File: src/sv/sc2a_pkg.sv
// ----------------------------------------------------------------------------
// sc2a_pkg
// Shared types, codes and the set 1 ASCII table for the scancode decoder.
// ----------------------------------------------------------------------------
package sc2a_pkg;

   localparam int QUEUE_DEPTH_DEF = 256;

   localparam logic [1:0] OP_SCAN      = 2'd0;
   localparam logic [1:0] OP_POP_CHAR  = 2'd1;
   localparam logic [1:0] OP_POP_EVENT = 2'd2;

   localparam logic [6:0] SC_ALT      = 7'h38;
   localparam logic [6:0] SC_CTRL     = 7'h1D;
   localparam logic [6:0] SC_SHIFT    = 7'h2A;
   localparam logic [7:0] CASE_OFFSET = 8'd32;
   localparam int         TABLE_LEN   = 58;

   localparam logic [7:0] ASCII_MAP [TABLE_LEN] = '{
      8'd0,   8'd27,  8'h31,  8'h32,  8'h33,  8'h34,  8'h35,  8'h36,
      8'h37,  8'h38,  8'h39,  8'h30,  8'h2D,  8'h3D,  8'd8,   8'd9,
      8'h71,  8'h77,  8'h65,  8'h72,  8'h74,  8'h79,  8'h75,  8'h69,
      8'h6F,  8'h70,  8'h5B,  8'h5D,  8'd10,  8'd0,   8'h61,  8'h73,
      8'h64,  8'h66,  8'h67,  8'h68,  8'h6A,  8'h6B,  8'h6C,  8'h3B,
      8'd39,  8'h60,  8'd0,   8'd92,  8'h7A,  8'h78,  8'h63,  8'h76,
      8'h62,  8'h6E,  8'h6D,  8'h2C,  8'h2E,  8'h2F,  8'd0,   8'h2A,
      8'd0,   8'h20
   };

   typedef enum logic {
      S_IDLE,
      S_READ
   } state_type;

   typedef struct packed {
      logic push;
      logic pop;
   } fifo_ctrl_type;

   typedef struct packed {
      logic full;
      logic empty;
   } fifo_stat_type;

   // map a 7-bit code to ASCII; letters go upper case while shift is held
   function automatic logic [7:0] ascii_lookup(input logic [6:0] code, input logic shift);
      logic [7:0] c;
      c = (int'(code) < TABLE_LEN) ? ASCII_MAP[code[5:0]] : 8'd0;
      if (shift && c >= 8'h61 && c <= 8'h7A) begin
         c = c - CASE_OFFSET;
      end
      return c;
   endfunction

endpackage

File: src/sv/sc2a_req_if.sv
// ----------------------------------------------------------------------------
// sc2a_req_if
// Request channel: opcode and raw scancode byte.
// ----------------------------------------------------------------------------
interface sc2a_req_if;
   logic       valid;
   logic       ready;
   logic [1:0] opcode;
   logic [7:0] scan_byte;

   modport source (output valid, output opcode, output scan_byte, input ready);
   modport sink   (input valid, input opcode, input scan_byte, output ready);
endinterface

File: src/sv/sc2a_rsp_if.sv
// ----------------------------------------------------------------------------
// sc2a_rsp_if
// Response channel: popped entries, modifier state and drop flag.
// ----------------------------------------------------------------------------
interface sc2a_rsp_if;
   logic              valid;
   logic              ready;
   logic        [7:0] popped_char;
   logic signed [7:0] popped_key_event;
   logic              shift_held;
   logic              ctrl_held;
   logic              alt_held;
   logic              entry_dropped;

   modport source (output valid, output popped_char, output popped_key_event,
                   output shift_held, output ctrl_held, output alt_held,
                   output entry_dropped, input ready);
   modport sink   (input valid, input popped_char, input popped_key_event,
                   input shift_held, input ctrl_held, input alt_held,
                   input entry_dropped, output ready);
endinterface

File: src/sv/sc2a_fifo.sv
// ----------------------------------------------------------------------------
// sc2a_fifo
// Byte queue in a synchronous memory; one slot kept free to tell full
// from empty. Pushes to a full queue and pops from an empty one are ignored.
// ----------------------------------------------------------------------------
module sc2a_fifo #(
   parameter int DEPTH = sc2a_pkg::QUEUE_DEPTH_DEF
) (
   input  logic                   clock,
   input  logic                   reset,
   input  sc2a_pkg::fifo_ctrl_type ctrl,
   input  logic [7:0]             push_data,
   output sc2a_pkg::fifo_stat_type stat,
   output logic [7:0]             rd_data
);
   import sc2a_pkg::*;

   localparam int            PW   = (DEPTH > 1) ? $clog2(DEPTH) : 1;
   localparam logic [PW-1:0] LAST = PW'(DEPTH - 1);

   logic [7:0]    mem [DEPTH];
   logic [PW-1:0] wr_ptr_ff, wr_ptr_in;
   logic [PW-1:0] rd_ptr_ff, rd_ptr_in;
   logic [7:0]    rd_data_ff;
   logic          do_push, do_pop;

   function automatic logic [PW-1:0] bump(input logic [PW-1:0] p);
      return (p == LAST) ? '0 : PW'(p + 1'b1);
   endfunction

   always_comb begin
      stat.full  = (bump(wr_ptr_ff) == rd_ptr_ff);
      stat.empty = (wr_ptr_ff == rd_ptr_ff);
      do_push    = ctrl.push && !stat.full;
      do_pop     = ctrl.pop && !stat.empty;
      wr_ptr_in  = do_push ? bump(wr_ptr_ff) : wr_ptr_ff;
      rd_ptr_in  = do_pop ? bump(rd_ptr_ff) : rd_ptr_ff;
   end

   always_ff @(posedge clock) begin
      if (reset) begin
         wr_ptr_ff <= '0;
         rd_ptr_ff <= '0;
      end else begin
         wr_ptr_ff <= wr_ptr_in;
         rd_ptr_ff <= rd_ptr_in;
      end
   end

   // a pop only reads slots written by an earlier item, so no bypass needed
   always_ff @(posedge clock) begin
      if (do_push) begin
         mem[wr_ptr_ff] <= push_data;
      end
      if (do_pop) begin
         rd_data_ff <= mem[rd_ptr_ff];
      end
   end

   assign rd_data = rd_data_ff;

endmodule

File: src/sv/scancode_to_ascii_with_key_queues.sv
// ----------------------------------------------------------------------------
// scancode_to_ascii_with_key_queues
// Set 1 scancode decoder with a character queue and a key event queue.
// ----------------------------------------------------------------------------
// A request beat is accepted in the idle state; its queue memory read follows
// in the read state, which takes no new request, and then the response registers.
// A new request is taken while the previous response waits, if it is taken
// in that cycle. Reset (synchronous) clears modifiers and queue pointers;
// queue memory contents stay undefined and need no clearing.
module scancode_to_ascii_with_key_queues #(
   parameter int QUEUE_DEPTH = sc2a_pkg::QUEUE_DEPTH_DEF
) (
   input  logic              clock,
   input  logic              reset,
   sc2a_req_if.sink          req_bus,
   sc2a_rsp_if.source        rsp_bus
);
   import sc2a_pkg::*;

   state_type     state_ff, state_in;
   logic          shift_ff, shift_in;
   logic          ctrl_ff, ctrl_in;
   logic          alt_ff, alt_in;
   logic          pend_char_ff, pend_char_in;
   logic          pend_event_ff, pend_event_in;
   logic          dropped_ff, dropped_in;
   logic          rsp_valid_ff, rsp_valid_in;
   logic [7:0]    rsp_char_ff, rsp_char_in;
   logic [7:0]    rsp_event_ff, rsp_event_in;
   logic          rsp_drop_ff, rsp_drop_in;

   logic          accept;
   logic [6:0]    code;
   logic          release_bit;
   logic [7:0]    ch;
   fifo_ctrl_type char_ctrl, event_ctrl;
   fifo_stat_type char_stat, event_stat;
   logic [7:0]    event_data;
   logic [7:0]    char_rd, event_rd;

   always_comb begin
      req_bus.ready = (state_ff == S_IDLE) && (!rsp_valid_ff || rsp_bus.ready);
      accept        = req_bus.valid && req_bus.ready;
      code          = req_bus.scan_byte[6:0];
      release_bit   = req_bus.scan_byte[7];

      state_in      = state_ff;
      shift_in      = shift_ff;
      ctrl_in       = ctrl_ff;
      alt_in        = alt_ff;
      pend_char_in  = pend_char_ff;
      pend_event_in = pend_event_ff;
      dropped_in    = dropped_ff;
      rsp_valid_in  = rsp_valid_ff && !rsp_bus.ready;
      rsp_char_in   = rsp_char_ff;
      rsp_event_in  = rsp_event_ff;
      rsp_drop_in   = rsp_drop_ff;
      char_ctrl     = '0;
      event_ctrl    = '0;

      if (req_bus.opcode == OP_SCAN) begin
         if (code == SC_ALT) alt_in = !release_bit;
         if (code == SC_CTRL) ctrl_in = !release_bit;
         if (code == SC_SHIFT) shift_in = !release_bit;
      end
      ch         = ascii_lookup(code, shift_in);
      event_data = release_bit ? 8'(8'd0 - ch) : ch;

      case (state_ff)
         S_IDLE: begin
            if (accept) begin
               state_in      = S_READ;
               pend_char_in  = 1'b0;
               pend_event_in = 1'b0;
               dropped_in    = 1'b0;
               case (req_bus.opcode)
                  OP_SCAN: begin
                     char_ctrl.push  = (ch != 8'd0) && !release_bit;
                     event_ctrl.push = (ch != 8'd0);
                     dropped_in = (char_ctrl.push && char_stat.full) ||
                                  (event_ctrl.push && event_stat.full);
                  end
                  OP_POP_CHAR: begin
                     char_ctrl.pop = 1'b1;
                     pend_char_in  = !char_stat.empty;
                  end
                  OP_POP_EVENT: begin
                     event_ctrl.pop = 1'b1;
                     pend_event_in  = !event_stat.empty;
                  end
                  default: begin
                  end
               endcase
            end else begin
               shift_in = shift_ff;
               ctrl_in  = ctrl_ff;
               alt_in   = alt_ff;
            end
         end
         S_READ: begin
            // output slot was freed when this item was taken
            shift_in     = shift_ff;
            ctrl_in      = ctrl_ff;
            alt_in       = alt_ff;
            state_in     = S_IDLE;
            rsp_valid_in = 1'b1;
            rsp_char_in  = pend_char_ff ? char_rd : 8'd0;
            rsp_event_in = pend_event_ff ? event_rd : 8'd0;
            rsp_drop_in  = dropped_ff;
         end
         default: begin
            state_in = S_IDLE;
         end
      endcase
   end

   always_ff @(posedge clock) begin
      if (reset) begin
         state_ff     <= S_IDLE;
         shift_ff     <= 1'b0;
         ctrl_ff      <= 1'b0;
         alt_ff       <= 1'b0;
         rsp_valid_ff <= 1'b0;
      end else begin
         state_ff     <= state_in;
         shift_ff     <= shift_in;
         ctrl_ff      <= ctrl_in;
         alt_ff       <= alt_in;
         rsp_valid_ff <= rsp_valid_in;
      end
   end

   always_ff @(posedge clock) begin
      pend_char_ff  <= pend_char_in;
      pend_event_ff <= pend_event_in;
      dropped_ff    <= dropped_in;
      rsp_char_ff   <= rsp_char_in;
      rsp_event_ff  <= rsp_event_in;
      rsp_drop_ff   <= rsp_drop_in;
   end

   sc2a_fifo #(.DEPTH(QUEUE_DEPTH)) u_char_fifo (
      .clock     (clock),
      .reset     (reset),
      .ctrl      (char_ctrl),
      .push_data (ch),
      .stat      (char_stat),
      .rd_data   (char_rd)
   );

   sc2a_fifo #(.DEPTH(QUEUE_DEPTH)) u_event_fifo (
      .clock     (clock),
      .reset     (reset),
      .ctrl      (event_ctrl),
      .push_data (event_data),
      .stat      (event_stat),
      .rd_data   (event_rd)
   );

   assign rsp_bus.valid            = rsp_valid_ff;
   assign rsp_bus.popped_char      = rsp_char_ff;
   assign rsp_bus.popped_key_event = signed'(rsp_event_ff);
   assign rsp_bus.shift_held       = shift_ff;
   assign rsp_bus.ctrl_held        = ctrl_ff;
   assign rsp_bus.alt_held         = alt_ff;
   assign rsp_bus.entry_dropped    = rsp_drop_ff;

   a_accept_to_read: assert property (@(posedge clock) disable iff (reset)
      accept |=> state_ff == S_READ)
      else $error("accepted beat did not start a queue read");

   a_read_gives_rsp: assert property (@(posedge clock) disable iff (reset)
      state_ff == S_READ |=> rsp_valid_ff)
      else $error("queue read did not produce a response beat");

   a_one_pop_field: assert property (@(posedge clock) disable iff (reset)
      rsp_valid_ff && rsp_char_ff != 8'd0 |-> rsp_event_ff == 8'd0)
      else $error("both popped fields nonzero in one beat");

   a_no_accept_in_read: assert property (@(posedge clock) disable iff (reset)
      state_ff == S_READ |-> !req_bus.ready)
      else $error("request taken during queue read");

endmodule

File: src/flat_wrapper.sv
// flat-port wrapper written by rule: the top's interface ports become plain ports
module scancode_to_ascii_with_key_queues_flat import sc2a_pkg::*;
#(
   parameter int QUEUE_DEPTH = sc2a_pkg::QUEUE_DEPTH_DEF
)
  (clock, reset, req_bus_valid, req_bus_opcode, req_bus_scan_byte, req_bus_ready, rsp_bus_valid, rsp_bus_popped_char, rsp_bus_popped_key_event, rsp_bus_shift_held, rsp_bus_ctrl_held, rsp_bus_alt_held, rsp_bus_entry_dropped, rsp_bus_ready);
  sc2a_req_if req_bus_i ();
  sc2a_rsp_if rsp_bus_i ();
  input  logic clock;
  input  logic reset;
  input wire logic [$bits(req_bus_i.valid)-1:0] req_bus_valid;
  input wire logic [$bits(req_bus_i.opcode)-1:0] req_bus_opcode;
  input wire logic [$bits(req_bus_i.scan_byte)-1:0] req_bus_scan_byte;
  output wire logic [$bits(req_bus_i.ready)-1:0] req_bus_ready;
  output wire logic [$bits(rsp_bus_i.valid)-1:0] rsp_bus_valid;
  output wire logic [$bits(rsp_bus_i.popped_char)-1:0] rsp_bus_popped_char;
  output wire logic [$bits(rsp_bus_i.popped_key_event)-1:0] rsp_bus_popped_key_event;
  output wire logic [$bits(rsp_bus_i.shift_held)-1:0] rsp_bus_shift_held;
  output wire logic [$bits(rsp_bus_i.ctrl_held)-1:0] rsp_bus_ctrl_held;
  output wire logic [$bits(rsp_bus_i.alt_held)-1:0] rsp_bus_alt_held;
  output wire logic [$bits(rsp_bus_i.entry_dropped)-1:0] rsp_bus_entry_dropped;
  input wire logic [$bits(rsp_bus_i.ready)-1:0] rsp_bus_ready;
  assign req_bus_i.valid = req_bus_valid;
  assign req_bus_i.opcode = req_bus_opcode;
  assign req_bus_i.scan_byte = req_bus_scan_byte;
  assign req_bus_ready = req_bus_i.ready;
  assign rsp_bus_valid = rsp_bus_i.valid;
  assign rsp_bus_popped_char = rsp_bus_i.popped_char;
  assign rsp_bus_popped_key_event = rsp_bus_i.popped_key_event;
  assign rsp_bus_shift_held = rsp_bus_i.shift_held;
  assign rsp_bus_ctrl_held = rsp_bus_i.ctrl_held;
  assign rsp_bus_alt_held = rsp_bus_i.alt_held;
  assign rsp_bus_entry_dropped = rsp_bus_i.entry_dropped;
  assign rsp_bus_i.ready = rsp_bus_ready;
  scancode_to_ascii_with_key_queues #(.QUEUE_DEPTH(QUEUE_DEPTH)) u_core (.clock(clock), .reset(reset), .req_bus(req_bus_i), .rsp_bus(rsp_bus_i));
endmodule
File: config.mk
export PLATFORM = sky130hd
export DESIGN_NAME = scancode_to_ascii_with_key_queues_flat
export DESIGN_NICKNAME = d
export VERILOG_FILES = /design/src/sv/sc2a_pkg.sv /design/src/sv/sc2a_req_if.sv /design/src/sv/sc2a_rsp_if.sv /design/src/sv/sc2a_fifo.sv /design/src/sv/scancode_to_ascii_with_key_queues.sv /design/src/flat_wrapper.sv
export SDC_FILE = /design/constraint.sdc
export NUM_CORES = 2
export LEC_CHECK = 0
export BUFFER_PORTS_ARGS = -buffer_cell sky130_fd_sc_hd__buf_2
export CAP_MARGIN = 10
export CORE_MARGIN = 2
export CORE_UTILIZATION = 57
export DETAILED_ROUTE_END_ITERATION = 16
export HOLD_SLACK_MARGIN = 0.03
export PLACE_DENSITY_LB_ADDON = 0.05
export SLEW_MARGIN = 10
export SYNTH_ARGS = -nofsm -noshare
export SYNTH_HDL_FRONTEND = slang
export SYNTH_SLANG_ARGS = --single-unit
File: constraint.sdc
create_clock -name clock -period 44 [get_ports clock]
set_input_delay 13.2 -clock clock [delete_from_list [all_inputs] [get_ports clock]]
set_output_delay 13.2 -clock clock [all_outputs]
set_load 0.02 [all_outputs]
==> metrics.md <==
| Metric | Value |
|---|---|
| # hold bufs at CTS | 0 |
| Post-Syn Area | 164000 um2 |
| Post-synth net total | 7030 |
| Max Cap Violations | 0 |
| Clk buf depth | 4 |
| Post-synth EDFFs | 4132 |
| Area Growth Syn to Fin | 11.0% |
| Clk slew on worst S/H paths | 0.06 ns |
| Post-synthesis mux area share | 0.188 |
| Total number of vias | 75300 |
| Ys async rst share | 0 |
| Final Cell Area | 182000 um2 |
| Total global-route track usage | 0.263 |
| Main synth FF type | edfxtp_1 |
| Clock Sinks | 4169 |
| Register area | 125000 um2 |
| Reg2Reg Setup Slack | 37.17 ns |
| Final setup fails | 0 |
| Die area | 291000 um2 |
| # DRC | 0 |
| Crit end category | output port |
| Pre-Repair DR Iteration Count | 5 |
| Peak VDD IR | 35.6 uV |
| Worst Tran Pin Value | 1.43 ns |
| Placement Setup Slack | 17.01 ns |
| Crit path DAT | 13.82 ns |
| PnR Total Power | 8.09 mW |
| Kind of critical path | input pin to output port |
| Vias in the first global route | 74800 |
| Synth Area per Inst | 23.4 um2 |
| Clock Skew | 0.0250 ns |
| Fin Setup TNS | 0 ns |
| Status | finished clean |
| H-Tree Depth | 5 |
| Multi-input gate area | 37100 um2 |
| Iteration-0 DRC Markers | 9038 |
| Worst reg-to-reg path cell count | 13 |
| Synth Area in Adders | 0.00206 |
| Initial Utilization | 0.573 |
| Die width | 540 um |
| Hold WC Path Type | flip-flop to flip-flop |
| Antenna-violating nets left | 0 |
| Final count of hold timing violations | 0 |
| Synth warn | 0 |
| TritonCTS clock tree | yes |
| Final cycle utilization of the critical path | 0.614 |
| Tmin final | 27.02 ns |
| TritonCTS Buffers | 418 |
| Final net count | 7233 |
| Final Max Slew Viols | 0 |
| Largest net degree at the start of global routing | 214 |
| Reg2Reg Capture Point | u_core.u_event_fifo.mem[17][2] |
| Share of layout cells above drive strength 1 | 0.323 |
| Fillers | 18900 |
| Post-synthesis sequential area ratio | 0.763 |
| Synth Area in Compound Gates | 0.00475 |
| Area of the core | 285000 um2 |
| PostCTS Resize Cnt | 0 |
| Synth cell types | 69 |
| Die Span Y | 540 um |
| Post-layout util | 0.636 |
| Largest family of logic cells by synthesized area | multiplexers |
| Top cell type by total area after synthesis | edfxtp_1 |
| GP Congestion | 0.834 |
| Post-synth top area share | 0.758 |
| P per Cell Area | 44.5 nW/um2 |
| IO Pins | 36 |
| Syn Inst Count | 6989 |
| Max_slew headroom | 0.0466 |
| Initial antenna violation count | 17 |
| First-pass GRT wire length | 550 mm |
| Port bufs | 35 |
| WHS Path Cells | 2 |
| Hold Path Sink | u_core.rsp_bus.ctrl_held |
| Detailed placement HPWL | 222 mm |
| Final setup margin | 16.98 ns |
| Largest cells by area after synthesis | edfxtp_1 (76%), mux4_2 (19%), nor3_2 (1.0%), nor2_1 (0.73%), clkbuf_1 (0.61%) |
| Crit path launch type | input pin |
| Vias/cell | 6.66 |
| Flops & latches, synth | 4169 |
| Peak Freq | 37.0 MHz |
| Area after DPL | 168000 um2 |
| Root Buffer Master | clkbuf_16 |
| Pleak | 54.2 nW |
| # Post-CTS Setup Buffers | 0 |
| Crit Path Max Fanout | 3 |
| Xor/xnor cell area share of the yosys netlist | 0.00276 |
| Worst path required time | 30.80 ns |
| Latest clock arrival within the worst-skew pair | 0.94 ns |
| Worst R2R Start | u_core.u_event_fifo.wr_ptr_ff[0] |
| WL per Instance | 33.9 um |
| Row count | 196 |
| Routed Wire Length | 383 mm |
| Hold Path Origin | u_core.rsp_bus.ctrl_held |
| Synth Area in Simple Gates | 0.0273 |
| Total grt overflow | 0 |
| RSZ-0062 raised after global routing | no |
[cells in the final DEF, fill, tap and decap left out, drive strengths merged, types with 10 or more instances in the layout]
cell	instances
edfxtp	4132
mux4	1360
clkbuf	505
nor2	317
nor3	262
buf	223
clkinv	207
nand2	63
nand3	45
inv	41
dfxtp	37
xor2	29
bufinv	29
a21oi	27
ha	27
and2	22
xnor2	20
o21ai	19
nor2b	19
nand4	15
mux2i	13
clkinvlp	10
[Yosys cell counts, types with 13 or more instances]
cell type  count
buf_2         27
a21oi_1       27
buf_1        119
nor2b_1       19
and2_1        22
nor3_1        97
buf_6         25
nand3_1       45
dfxtp_1       37
nor3_2       165
mux2i_1       13
xnor2_1       20
inv_1         28
xor2_1        29
nand2_1       63
o21ai_0       19
mux4_2      1360
ha_1          27
nor2_1       317
clkbuf_1     266
nand4_1       15
edfxtp_1    4132
[how the worst max path moves through the flow]
stage	startpoint	to	cells past startpoint	slack, ns
after floorplan	req_bus_scan_byte[1]	u_core.u_event_fifo.mem[0][5]	14	6.60
after global placement	rsp_bus_ready	req_bus_ready	4	16.94
after detailed placement	rsp_bus_ready	req_bus_ready	4	17.01
after CTS	rsp_bus_ready	req_bus_ready	4	17.00
after global routing	rsp_bus_ready	req_bus_ready	4	16.94
final	rsp_bus_ready	req_bus_ready	4	16.98
[report_power, final]
group	total (mW)	switching, mW	internal, mW
sequential	4.46	0.00165	4.46
clock	3.41	1.47	1.94
combinational	0.218	0.189	0.0290
[stage by stage]
stage | instances | hold slack, ns
after floorplan | 6989 | 0.400
final | 11300 | 0.531
after detailed placement | 10500 | 0.506
after global routing | 11300 | 0.552
after global placement | 10500 | 0.501
after CTS | 11300 | 0.520
[kinds of logic (layout without fill, tap and decap cells)]
logic type / after synthesis / count (layout)
buffers and inverters: 469 / 1015
and+or+nand+nor: 788 / 788
DFF: 4169 / 4169
other: 0 / 6
xor gates and xnor gates: 50 / 50
adders and majority gates: 27 / 27
AOI/OAI and AO/OA: 110 / 110
muxes: 1376 / 1376
[area by class of cell]
cell class | count | share of cell area
antenna | 6 | 0.0000827
clock buffer | 505 | 0.0604
clock inverter | 258 | 0.0114
inverter | 29 | 0.000847
multi-input combinational | 2351 | 0.204
sequential | 4169 | 0.687
tap | 3762 | 0.0259
timing repair buffer | 223 | 0.00958
[metal layers]
metal  GRT usage  up-vias  routed length (um)
met2       0.393     3209              179000
met1       0.416    41100              164000
li1            -    30400                   -
met5           0        -                  25
met3      0.0428      503               30800
met4      0.0617        4                9220
[sequential cells by signal, summed over array words and instances (netlist names)]
signal and cells:
u_core.dropped_ff 1, u_core.pend_char_ff 1, u_core.pend_event_ff 1, u_core.rsp_bus.alt_held 1, u_core.rsp_bus.ctrl_held 1, u_core.rsp_bus.entry_dropped 1
u_core.rsp_bus.popped_char 8, u_core.rsp_bus.popped_key_event 8, u_core.rsp_bus.shift_held 1, u_core.rsp_bus.valid 1, u_core.state_ff 1, u_core.u_char_fifo.mem 2048
u_core.u_char_fifo.rd_data 8, u_core.u_char_fifo.rd_ptr_ff 8, u_core.u_char_fifo.wr_ptr_ff 8, u_core.u_event_fifo.mem 2048, u_core.u_event_fifo.rd_data 8, u_core.u_event_fifo.rd_ptr_ff 8
u_core.u_event_fifo.wr_ptr_ff 8
[worst max-delay path: stages]
cell	delay (ns)
buf_2	0.09
inv_1	0.05
a21oi_1	0.25
buf_2	0.22
Power figures use the tool's default switching activity.
